===== config.mk =====
export PLATFORM = sky130hd
export DESIGN_NAME = imusd_queue
export DESIGN_NICKNAME = d
export VERILOG_FILES = /design/src/design/imusd_pkg.sv /design/src/design/imusd_queue.sv
export SDC_FILE = /design/constraint.sdc
export NUM_CORES = 1
export LEC_CHECK = 0
export ABC_AREA = 1
export BUFFER_PORTS_ARGS = -buffer_cell sky130_fd_sc_hd__buf_2
export CORE_MARGIN = 3
export CORE_UTILIZATION = 55
export CTS_CLUSTER_SIZE = 8
export DETAILED_ROUTE_END_ITERATION = 10
export GPL_TIMING_DRIVEN = 0
export PLACE_DENSITY_LB_ADDON = 0.12
export SYNTH_ARGS = -nofsm -noshare
export SYNTH_HDL_FRONTEND = slang
export SYNTH_SLANG_ARGS = --single-unit

===== constraint.sdc =====
create_clock -name i_clk -period 9.9 [get_ports i_clk]
set_input_delay 2.475 -clock i_clk [delete_from_list [all_inputs] [get_ports i_clk]]
set_output_delay 2.475 -clock i_clk [all_outputs]
set_load 0.005 [all_outputs]

===== src/design/imusd_pkg.sv =====
// Shared types and constants for the IMU stationary detector.
// No dependencies; every other design file imports this package.
`timescale 1ns / 1ps

package imusd_pkg;

    localparam int unsigned THR_W     = 15;   // gravity and threshold registers
    localparam int unsigned CNT_W     = 9;    // window length and sample count
    localparam int unsigned SUM_W     = 40;   // running square sums
    localparam int unsigned CFG_W     = 15;   // config write data
    localparam int unsigned CFG_IDX_W = 2;
    localparam int unsigned LIM_W     = 2 * THR_W + CNT_W;
    localparam int unsigned QDEPTH    = 2;    // front-to-back queue entries

    localparam logic [SUM_W-1:0] SUM_MAX = '1;

    localparam logic [THR_W-1:0] GRAVITY_RST   = 15'd10040;
    localparam logic [THR_W-1:0] ACCEL_THR_RST = 15'd51;
    localparam logic [THR_W-1:0] RATE_THR_RST  = 15'd20;
    localparam logic [CNT_W-1:0] WIN_LEN_RST   = 9'd200;

    typedef enum logic [CFG_IDX_W-1:0] {
        CFG_GRAVITY    = 2'd0,
        CFG_ACCEL_THR  = 2'd1,
        CFG_RATE_THR   = 2'd2,
        CFG_WINDOW_LEN = 2'd3
    } t_cfg_idx;

    // Settings the back end needs; len is already clamped to the window depth.
    typedef struct packed {
        logic [CNT_W-1:0] len;
        logic             clear;
        logic [THR_W-1:0] accel_thr;
        logic [THR_W-1:0] rate_thr;
    } t_back_cfg;

endpackage


===== src/design/imusd_queue.sv =====
// Short FIFO between the front and back ends.
// Depends on imusd_pkg for its depth.
`timescale 1ns / 1ps

module imusd_queue import imusd_pkg::*; #(
    parameter int WIDTH = 65
) (
    input  logic             i_clk,
    input  logic             i_rst_n,
    input  logic             i_push,
    input  logic [WIDTH-1:0] i_push_data,
    output logic             o_full,
    input  logic             i_pop,
    output logic [WIDTH-1:0] o_pop_data,
    output logic             o_empty
);

    localparam int PW = $clog2(QDEPTH);
    localparam int CW = $clog2(QDEPTH + 1);

    logic [WIDTH-1:0] r_mem [QDEPTH];
    logic [PW-1:0]    r_wr, r_rd;
    logic [CW-1:0]    r_count;

    assign o_full     = (r_count == CW'(QDEPTH));
    assign o_empty    = (r_count == '0);
    assign o_pop_data = r_mem[r_rd];

    always_ff @(posedge i_clk) begin
        if (!i_rst_n) begin
            r_wr    <= '0;
            r_rd    <= '0;
            r_count <= '0;
        end else begin
            if (i_push) begin
                r_wr <= (r_wr == PW'(QDEPTH - 1)) ? '0 : r_wr + 1'b1;
            end
            if (i_pop) begin
                r_rd <= (r_rd == PW'(QDEPTH - 1)) ? '0 : r_rd + 1'b1;
            end
            case ({i_push, i_pop})
                2'b10:   r_count <= r_count + 1'b1;
                2'b01:   r_count <= r_count - 1'b1;
                default: r_count <= r_count;
            endcase
        end
    end

    always_ff @(posedge i_clk) begin
        if (i_push) begin
            r_mem[r_wr] <= i_push_data;
        end
    end

endmodule


==> metrics.txt <==
clock skew=0.00953 ns; Starting Density=57.6%; Die ar.=10500 µm²; post-DR wirelength/cell=16.7 µm; CP arrival=1.66 ns; final period demand of the worst path=4.14 ns; fillers=570; hold depth=2; largest area contributor in the netlist=edfxtp_1; f_max=0.242 GHz; post-CTS sizing=0; CTS tree=done; top cells by instance count after synthesis=edfxtp_1, mux2_4, mux2_2; port bufs=135; worst-case clock buffer depth=2; clock slew at reported path FFs=0.06 ns; Total Nets Final=463; Antenna diodes=0; max-slew violation count=0; die width=103 µm; Max Cap Viol=0; power share of the sequential group=49.3%; CTS buffer count=17; FF+latch count, synth=135; Comb power frac=9.0%; main combinational cell family by area after synthesis=multiplexers; Pint=1.06 mW; sequential share of the synthesized area=78.2%; Psw=0.294 mW; Least-Margin Pin Slew=0.862 ns; worst endpoint required time=7.43 ns; Synth Instances=237; htree depth=4; clk sinks=135; CTS Root Cell=clkbuf_8; 1st-pass router iterations=4; routed via count=2588; most common cell in the netlist=edfxtp_1; Synth Flop Type=edfxtp_1; Setup crit start kind=flop; first-pass GRT wire length=12800 µm; vias in the first global route=2600; Tcrit/Tclk final=41.8%; Yosys top cell area share=76.2%; top post-synthesis cells by area=edfxtp_1, mux2_4, mux2_2, dfxtp_1, buf_6; Clock Latency Late Sink=0.50 ns; CP Cell Sequence=buf_6 -> buf_6 -> mux2_4 -> buf_2; # hold bufs at CTS=0; core area=8890 µm²; Compound-Gate Fraction of Synth Area=0.195%; sw frac=21.7%; Hold Crit Class=reg2reg; Syn-to-layout area delta=27.4%; Ports=136; CP Max Fanout=10; clock power share=41.7%; placer congestion estimate=0.659; Detailed Route Iter0 Violations=91; layout cell share with drive strength beyond 1=59.1%; Synthesis Warnings=0; status=finished, final reports clean; mux cell area share after synthesis=18.0%; final total power=1.36 mW; Fin. Hold Viols=0; asr flop ratio synth=0%; CP max stage delay=0.34 ns; die height=103 µm; Crit. path cell count=4; Worst IR Drop VDD=0.142 mV; largest net degree at the start of global routing=66; RSZ-0062 raised after global routing=no; GRT overflow=0; Synth Cell Area=5120 µm²; Post-CTS Setup Inserts=0; initial antenna violation count=0; number of synthesized flops with an enable pin=130; CP dominant cell by count=buf_6; Simple-Gate Fraction of Synth Area=1.59%; final WL=8570 µm; CP max stage cell=dfxtp_1; Pleak=2.62 nW; Avg Synthesized Cell Area=21.6 µm²; slew margin rel.=42.5%; xor/xnor share of the synthesized area=0%; Total GRT Usage=16.7%; R2R depth=2; post-synthesis adder-cell area fraction=0.244%; setup TNS=0 ns; Synthesized Nets=307; Synth cell types=13; hpwl dp=5690 µm; DRC viols=0; PwrDens=208 nW/µm²; Worst Setup End Kind=output pin; Buf/Inv on CP=3; endpoints failing setup=0; critical path's top delay family=buffers and inverters; cell row count=34; mean number of vias per cell=5.04; post-route ant nets=0; critical path class=reg2out
## layout by cell type (no fill, tap or decap), types with 5 or more instances in the layout
cell type	n
buf_2	136
buf_6	6
clkbuf_16	16
clkinvlp_4	5
dfxtp_1	5
edfxtp_1	130
inv_1	5
inv_6	5
mux2_2	15
mux2_4	50
nand2_1	8
nor2_1	11
## through the flow
stage / hold WS [ns] / area (µm²) / util [%] / setup WS (ns) / std cells
after floorplan: 0.463 / 5120 / - / 4.15 / 237
after global placement: 0.479 / 5930 / 66.7 / 2.44 / 480
after detailed placement: 0.489 / 5980 / 67.3 / 6.04 / 482
after CTS: 0.508 / 6530 / 73.4 / 5.72 / 514
after global routing: 0.567 / 6530 / 73.4 / 5.68 / 514
final: 0.502 / 6530 / 73.4 / 5.76 / 514
## path summary, 6_finish.rpt
kind / start / endpoint / slack, ns
setup reg to reg: r_wr / r_mem[1][64] / 8.33
hold / removal: r_rd / r_rd / 0.50
setup / recovery: flop / o_pop_data[6] / 5.76
hold reg to reg: r_rd / r_rd / 0.50
## area by class of cell
type | count | area, µm² | share of cell area, %
multi-input cells | 89 | 1030 | 15.8
flip-flops and latches | 135 | 4000 | 61.4
repair buffers | 137 | 716 | 11.0
clock buffers | 18 | 418 | 6.40
inverters | 6 | 25.0 | 0.384
clock inverters | 14 | 124 | 1.90
well taps | 108 | 135 | 2.07
plain buffers | 7 | 72.6 | 1.11
## power groups by stage
stage | logic (mW) | registers [mW] | clock network [mW]
after global routing | 0.134 | 0.672 | 0.603
after detailed placement | 0.124 | 0.681 | 0
after floorplan | 0.0691 | 0.680 | 0
after CTS | 0.124 | 0.669 | 0.576
final | 0.122 | 0.669 | 0.565
after global placement | 0.118 | 0.682 | 0
## layer usage
layer  vias to the layer above  wire length [µm]  GRT usage [%]
met2                        91              4450           27.1
li1                       1237                 -              -
met4                         0                69           6.05
met1                      1252              3440           20.2
met5                         -                 0              0
met3                         8               607           7.17
## worst reg2reg max path, cell delays in order (launching register included)
cell and delay (ns):
dfxtp_1 0.39, nand2_1 0.13, inv_4 0.61
## sequential cells by signal, indices dropped and copies added (netlist names), named ones only
| signal | cells |
|---|---|
| r_mem | 130 |
| r_wr | 1 |
| r_count | 2 |
| r_rd | 1 |
## cells by family (layout without fill, tap and decap cells)
group                    after synthesis  in the layout
adder cells (fa/ha/maj)                1              1
AND/OR/NAND/NOR                       21             21
buffers and inverters                 13            182
multiplexers                          65             65
flip-flops                           135            135
AO/OA/AOI/OAI                          2              2
Note: power is estimated with default switching activity, not from simulation.
