===== config.mk =====
export PLATFORM = sky130hd
export DESIGN_NAME = imusd_front_flat
export DESIGN_NICKNAME = d
export VERILOG_FILES = /design/src/design/imusd_pkg.sv /design/src/design/imusd_if.sv /design/src/design/imusd_front.sv /design/src/flat_wrapper.sv
export SDC_FILE = /design/constraint.sdc
export NUM_CORES = 2
export LEC_CHECK = 0
export BUFFER_PORTS_ARGS = -buffer_cell sky130_fd_sc_hd__buf_2
export CAP_MARGIN = 5
export CORE_UTILIZATION = 28
export CTS_CLUSTER_SIZE = 14
export DETAILED_ROUTE_END_ITERATION = 12
export PLACE_DENSITY_LB_ADDON = 0.08
export SKIP_LAST_GASP = 1
export SYNTH_ARGS = -nofsm -noshare
export SYNTH_HDL_FRONTEND = slang
export SYNTH_SLANG_ARGS = --single-unit

===== constraint.sdc =====
create_clock -name i_clk -period 24.7 [get_ports i_clk]
set_input_delay 2.47 -clock i_clk [delete_from_list [all_inputs] [get_ports i_clk]]
set_output_delay 2.47 -clock i_clk [all_outputs]
set_load 0.05 [all_outputs]

===== src/design/imusd_pkg.sv =====
// Shared types and constants for the IMU stationary detector.
// No dependencies; every other design file imports this package.
`timescale 1ns / 1ps

package imusd_pkg;

    localparam int unsigned THR_W     = 15;   // gravity and threshold registers
    localparam int unsigned CNT_W     = 9;    // window length and sample count
    localparam int unsigned SUM_W     = 40;   // running square sums
    localparam int unsigned CFG_W     = 15;   // config write data
    localparam int unsigned CFG_IDX_W = 2;
    localparam int unsigned LIM_W     = 2 * THR_W + CNT_W;
    localparam int unsigned QDEPTH    = 2;    // front-to-back queue entries

    localparam logic [SUM_W-1:0] SUM_MAX = '1;

    localparam logic [THR_W-1:0] GRAVITY_RST   = 15'd10040;
    localparam logic [THR_W-1:0] ACCEL_THR_RST = 15'd51;
    localparam logic [THR_W-1:0] RATE_THR_RST  = 15'd20;
    localparam logic [CNT_W-1:0] WIN_LEN_RST   = 9'd200;

    typedef enum logic [CFG_IDX_W-1:0] {
        CFG_GRAVITY    = 2'd0,
        CFG_ACCEL_THR  = 2'd1,
        CFG_RATE_THR   = 2'd2,
        CFG_WINDOW_LEN = 2'd3
    } t_cfg_idx;

    // Settings the back end needs; len is already clamped to the window depth.
    typedef struct packed {
        logic [CNT_W-1:0] len;
        logic             clear;
        logic [THR_W-1:0] accel_thr;
        logic [THR_W-1:0] rate_thr;
    } t_back_cfg;

endpackage


===== src/design/imusd_if.sv =====
// Channel interfaces: raw six-axis sample in, window statistics out.
// Depends on imusd_pkg for the result field widths.
`timescale 1ns / 1ps

interface imusd_sample_if #(parameter int SAMPLE_BITS = 16) ();
    logic                          valid;
    logic                          ready;
    logic signed [SAMPLE_BITS-1:0] accel_x;
    logic signed [SAMPLE_BITS-1:0] accel_y;
    logic signed [SAMPLE_BITS-1:0] accel_z;
    logic signed [SAMPLE_BITS-1:0] rate_x;
    logic signed [SAMPLE_BITS-1:0] rate_y;
    logic signed [SAMPLE_BITS-1:0] rate_z;

    modport source (output valid, accel_x, accel_y, accel_z, rate_x, rate_y, rate_z,
                    input ready);
    modport sink   (input valid, accel_x, accel_y, accel_z, rate_x, rate_y, rate_z,
                    output ready);
endinterface



===== src/design/imusd_front.sv =====
// Front end: takes samples, drops all-zero ones, forms the two squared magnitudes.
// Depends on imusd_pkg and imusd_sample_if.
`timescale 1ns / 1ps

module imusd_front import imusd_pkg::*; #(
    parameter int SAMPLE_BITS = 16,
    localparam int DW  = ((SAMPLE_BITS > 16) ? SAMPLE_BITS : 16) + 1,
    localparam int AQW = 2 * DW - 1,
    localparam int RQW = 2 * SAMPLE_BITS
) (
    input  logic                 i_clk,
    input  logic                 i_rst_n,
    input  logic [THR_W-1:0]     i_gravity,
    imusd_sample_if.sink         i_sample,
    output logic                 o_push,
    output logic [AQW+RQW-1:0]   o_push_data,
    input  logic                 i_full
);

    logic                          r_f1_valid;
    logic                          r_f2_valid;
    logic signed [SAMPLE_BITS-1:0] r_ax, r_ay, r_az, r_rx, r_ry, r_rz;
    logic [AQW-1:0]                r_sq_a [3];
    logic [RQW-1:0]                r_sq_r [3];

    logic                          accept, nonzero;
    logic                          f2_load_ok, f1_move, f1_load_ok;
    logic signed [DW-1:0]          ax_e, ay_e, grav_e, dz;
    logic signed [2*DW-1:0]        p_ax, p_ay, p_az;
    logic signed [RQW-1:0]         p_rx, p_ry, p_rz;
    logic [AQW-1:0]                sum_a;
    logic [RQW-1:0]                sum_r;

    // pipeline flow: F1 holds the raw sample, F2 the six squares
    assign o_push     = r_f2_valid && !i_full;
    assign f2_load_ok = !r_f2_valid || o_push;
    assign f1_move    = r_f1_valid && f2_load_ok;
    assign f1_load_ok = !r_f1_valid || f1_move;

    assign i_sample.ready = f1_load_ok;
    assign accept  = i_sample.valid && i_sample.ready;
    assign nonzero = |{i_sample.accel_x, i_sample.accel_y, i_sample.accel_z,
                       i_sample.rate_x, i_sample.rate_y, i_sample.rate_z};

    always_comb begin
        ax_e   = DW'(r_ax);
        ay_e   = DW'(r_ay);
        grav_e = DW'($signed({1'b0, i_gravity}));
        dz     = DW'(r_az) - grav_e;
        p_ax   = ax_e * ax_e;
        p_ay   = ay_e * ay_e;
        p_az   = dz * dz;
        p_rx   = r_rx * r_rx;
        p_ry   = r_ry * r_ry;
        p_rz   = r_rz * r_rz;
        sum_a  = r_sq_a[0] + r_sq_a[1] + r_sq_a[2];
        sum_r  = r_sq_r[0] + r_sq_r[1] + r_sq_r[2];
    end

    assign o_push_data = {sum_a, sum_r};

    always_ff @(posedge i_clk) begin
        if (!i_rst_n) begin
            r_f1_valid <= 1'b0;
            r_f2_valid <= 1'b0;
        end else begin
            if (accept && nonzero) begin
                r_f1_valid <= 1'b1;
            end else if (f1_move) begin
                r_f1_valid <= 1'b0;
            end
            if (f1_move) begin
                r_f2_valid <= 1'b1;
            end else if (o_push) begin
                r_f2_valid <= 1'b0;
            end
        end
    end

    always_ff @(posedge i_clk) begin
        if (accept && nonzero) begin
            r_ax <= i_sample.accel_x;
            r_ay <= i_sample.accel_y;
            r_az <= i_sample.accel_z;
            r_rx <= i_sample.rate_x;
            r_ry <= i_sample.rate_y;
            r_rz <= i_sample.rate_z;
        end
        if (f1_move) begin
            r_sq_a[0] <= p_ax[AQW-1:0];
            r_sq_a[1] <= p_ay[AQW-1:0];
            r_sq_a[2] <= p_az[AQW-1:0];
            r_sq_r[0] <= p_rx[RQW-1:0];
            r_sq_r[1] <= p_ry[RQW-1:0];
            r_sq_r[2] <= p_rz[RQW-1:0];
        end
    end

endmodule


===== src/flat_wrapper.sv =====
// flat-port wrapper written by rule: the top's interface ports become plain ports
module imusd_front_flat import imusd_pkg::*;
#(
    parameter int SAMPLE_BITS = 16,
    localparam int DW  = ((SAMPLE_BITS > 16) ? SAMPLE_BITS : 16) + 1,
    localparam int AQW = 2 * DW - 1,
    localparam int RQW = 2 * SAMPLE_BITS
)
  (i_clk, i_rst_n, i_gravity, o_push, o_push_data, i_full, i_sample_valid, i_sample_accel_x, i_sample_accel_y, i_sample_accel_z, i_sample_rate_x, i_sample_rate_y, i_sample_rate_z, i_sample_ready);
  imusd_sample_if #(.SAMPLE_BITS(SAMPLE_BITS)) i_sample_i ();
  input  logic i_clk;
  input  logic i_rst_n;
  input  logic [THR_W-1:0] i_gravity;
  output logic o_push;
  output logic [AQW+RQW-1:0] o_push_data;
  input  logic i_full;
  input wire logic [$bits(i_sample_i.valid)-1:0] i_sample_valid;
  input wire logic [$bits(i_sample_i.accel_x)-1:0] i_sample_accel_x;
  input wire logic [$bits(i_sample_i.accel_y)-1:0] i_sample_accel_y;
  input wire logic [$bits(i_sample_i.accel_z)-1:0] i_sample_accel_z;
  input wire logic [$bits(i_sample_i.rate_x)-1:0] i_sample_rate_x;
  input wire logic [$bits(i_sample_i.rate_y)-1:0] i_sample_rate_y;
  input wire logic [$bits(i_sample_i.rate_z)-1:0] i_sample_rate_z;
  output wire logic [$bits(i_sample_i.ready)-1:0] i_sample_ready;
  assign i_sample_i.valid = i_sample_valid;
  assign i_sample_i.accel_x = i_sample_accel_x;
  assign i_sample_i.accel_y = i_sample_accel_y;
  assign i_sample_i.accel_z = i_sample_accel_z;
  assign i_sample_i.rate_x = i_sample_rate_x;
  assign i_sample_i.rate_y = i_sample_rate_y;
  assign i_sample_i.rate_z = i_sample_rate_z;
  assign i_sample_ready = i_sample_i.ready;
  imusd_front #(.SAMPLE_BITS(SAMPLE_BITS)) u_core (.i_clk(i_clk), .i_rst_n(i_rst_n), .i_gravity(i_gravity), .i_sample(i_sample_i), .o_push(o_push), .o_push_data(o_push_data), .i_full(i_full));
endmodule

==> results.toml <==
[floorplanning]
die_y_microns = 491
initial_core_util_pct = 28.1
core-area_sq_um = 238000
die_w_microns = 491
rows = 179
die_area_sq_um = 241000
num_io_pins = 182

[sta]
rsz_0062_raised_after_global_routing = "no"
worst_slew_margin_rel_pct = 10.8
timing_max_transition_violations_final = 0
timing_worst_slew_pin_value_ps = 1330
hold_violations = 0
fin_setup_tns_ps = 0
fmax_ghz = 0.0869
hold_slack_ps = 541
fin_skew_ps = 43.9
post-route-period-util_pct = 46.6
setup-violations-final = 0
layout_min_cycle_time_ps = 11510

[detailed_routing]
routed_wire_length_per_instance_microns = 18.6
detailedRoute.firstIterationViolations = 1685
wl_microns = 187000
antenna_left = 0
drt_drc_violations_left = 0
vias = 43500
drt-vias-per-instance = 4.34
detailedRoute.firstPassIterationCount = 5

[synth]
ys.flop_type = "edfxtp_1"
post_synth_xor_area_fraction_pct = 4.06
postSynthAreaPerCell_sq_um = 10.1
ys_seq_elements = 285
synth_mux_area_share_pct = 0.131
synth.lib_cells_used.distinct = 80
asyncSetResetFlopFracSynth_pct = 0
post_synth_and_or_nand_nor_area_fraction_pct = 9.60
synth-adder-area-share_pct = 56.5
yosys_warnings = 0
synth_top_family_by_area = "adder cells"
area_of_the_mapped_netlist_sq_um = 66900
postSynthCellCount = 6653
synth_seq_area_share_pct = 12.8
synth_compound_area_share_pct = 5.49
synth-edff-count = 283

[global_route]
global_route.overflow_total = 0
grt_pass1_wl_microns = 294000
global_route.usage.total_pct = 16.1
antenna_found_initial = 9
grt_max_degree = 134
first_global_vias = 49200

[worst_hold_path]
min-delay-path-class = "reg -> reg"
hold_path_startpoint = "u_core.r_f1_valid"
hold_crit_depth = 2
hold_path_sink = "u_core.r_f2_valid"

[placed_design]
routabilityCongestion = 0.804
place_hpwl_microns = 160000
place.port_buffers = 181

[worst_setup_path]
setup.worst_path.start_class = "input port"
worst_path_max_delay_cell = "xor2_1"
depth_of_the_most_critical_reg_to_reg_path = 31
slowest_delay_ps = 860
critical_path_peak_fanout = 12
timing.critical_path.to_type = "register"
ff2ff_setup_slack_ps = 14520
critical_path.reg2reg.endpoint = "u_core.r_sq_a[0][95]"
r2r-start = "u_core.r_az[0]"
crit_arrival_ps = 11890
worstSetupPathType = "in -> reg"
critPathRequiredTime_ps = 25080

[clock_tree]
tritoncts.num_buffers = 45
cell_at_the_root_of_the_clock_tree = "clkbuf_16"
post-cts-setup-buffers = 0
htreeDepth = 2
cts_tree = "built"
cts_hold_buf = 0
count_of_clock_tree_sinks = 285
clkLatencyLatePin_ps = 670
clk_pin_slew_ps = 60
cts_max_path_buffers = 3
post_cts.resized_instances = 0

[finish]
final_net_count = 9039
finish.utilization_pct = 30.9
post_route_cells_drive_above_1_share_pct = 5.78
syn2layout_area_growth_pct = 9.78
final_cell_mix = "1888 x inv_1, 1527 x fa_1, 577 x ha_1"
layout_commonest_cell = "inv_1"

[run]
maxCapViolCount = 0

[run_status]
run_status = "completed"
cell usage after synthesis (all sizes together), types with 61 or more instances:
| cell | number | area [sq um] |
|---|---|---|
| a21o | 95 | 721 |
| nand2 | 510 | 1940 |
| a21oi | 196 | 985 |
| edfxtp | 283 | 8500 |
| clkbuf | 126 | 473 |
| o21ai | 78 | 390 |
| fa | 1527 | 30600 |
| and2 | 234 | 1460 |
| ha | 577 | 7220 |
| inv | 1894 | 7110 |
| xor2 | 79 | 692 |
| xnor2 | 229 | 2020 |
| nand2b | 61 | 382 |
| nor2 | 285 | 1090 |
stage by stage:
stage,setup WS (ps),area [sq um],cells
3_5_place_dp,12460,71900,9940
2_1_floorplan,7730,66900,6658
3_3_place_gp,12660,71900,9940
6_report,13190,73400,10000
4_1_cts,13170,73400,10000
5_1_grt,12600,73400,10000
layout make-up:
class / instances / area [sq um]
Inverter: 1902 / 7140
Antenna cell: 5 / 12.5
Timing Repair Buffer: 248 / 1420
Clock buffer: 50 / 1140
Fill cell: 25100 / 164000
Clock inverter: 33 / 415
Multi-Input combinational cell: 4338 / 50800
Sequential cell: 285 / 8540
Tap cell: 3167 / 3960
layer usage:
layer / track usage [%] / vias to the layer above / part of all wire [%]
met2: 28.4 / 516 / 51
met5: 0 / - / 0.0070
met1: 20.8 / 22600 / 43
met3: 1.74 / 132 / 2.9
li1: - / 20300 / -
met4: 4.18 / 2 / 2.9
how the worst max path moves through the flow:
stage | start | end | slack, ps | depth (start not counted)
after floorplan | i_full | u_core.r_sq_a[0][0] | 7730 | 1
after global placement | i_gravity[2] | u_core.r_sq_a[0][98] | 12660 | 32
after detailed placement | i_gravity[2] | u_core.r_sq_a[0][95] | 12460 | 31
after CTS | i_gravity[2] | u_core.r_sq_a[0][95] | 13170 | 31
after global routing | i_gravity[2] | u_core.r_sq_a[0][95] | 12600 | 31
final | i_gravity[2] | u_core.r_sq_a[0][95] | 13190 | 31
critical path, delay by kind of cell:
kind	cells	cell delay, ps
adder cells (fa/ha/maj)	8	3270
AO/OA/AOI/OAI	8	2560
AND/OR/NAND/NOR	6	1570
XOR/XNOR	2	970
buffers and inverters	7	1030
state kept, by name, indices dropped and copies added (netlist names):
name and flops:
u_core.r_sq_a 94, u_core.r_sq_r 93, u_core.r_ax 16, u_core.r_ay 16
u_core.r_az 16, u_core.r_rx 16, u_core.r_ry 16, u_core.r_rz 16
u_core.r_f1_valid 1, u_core.r_f2_valid 1
logic make-up after synthesis:
| kind of cell | count (synthesis) |
|---|---|
| AOI/OAI and AO/OA | 562 |
| and+or+nand+nor | 1350 |
| xor gates and xnor gates | 308 |
| muxes | 8 |
| buffers and inverters | 2035 |
| other | 1 |
| DFF | 285 |
| adders and majority gates | 2104 |
Power is not shown: default switching activity piles up to over one toggle a cycle in this logic, so the estimate is an artifact.
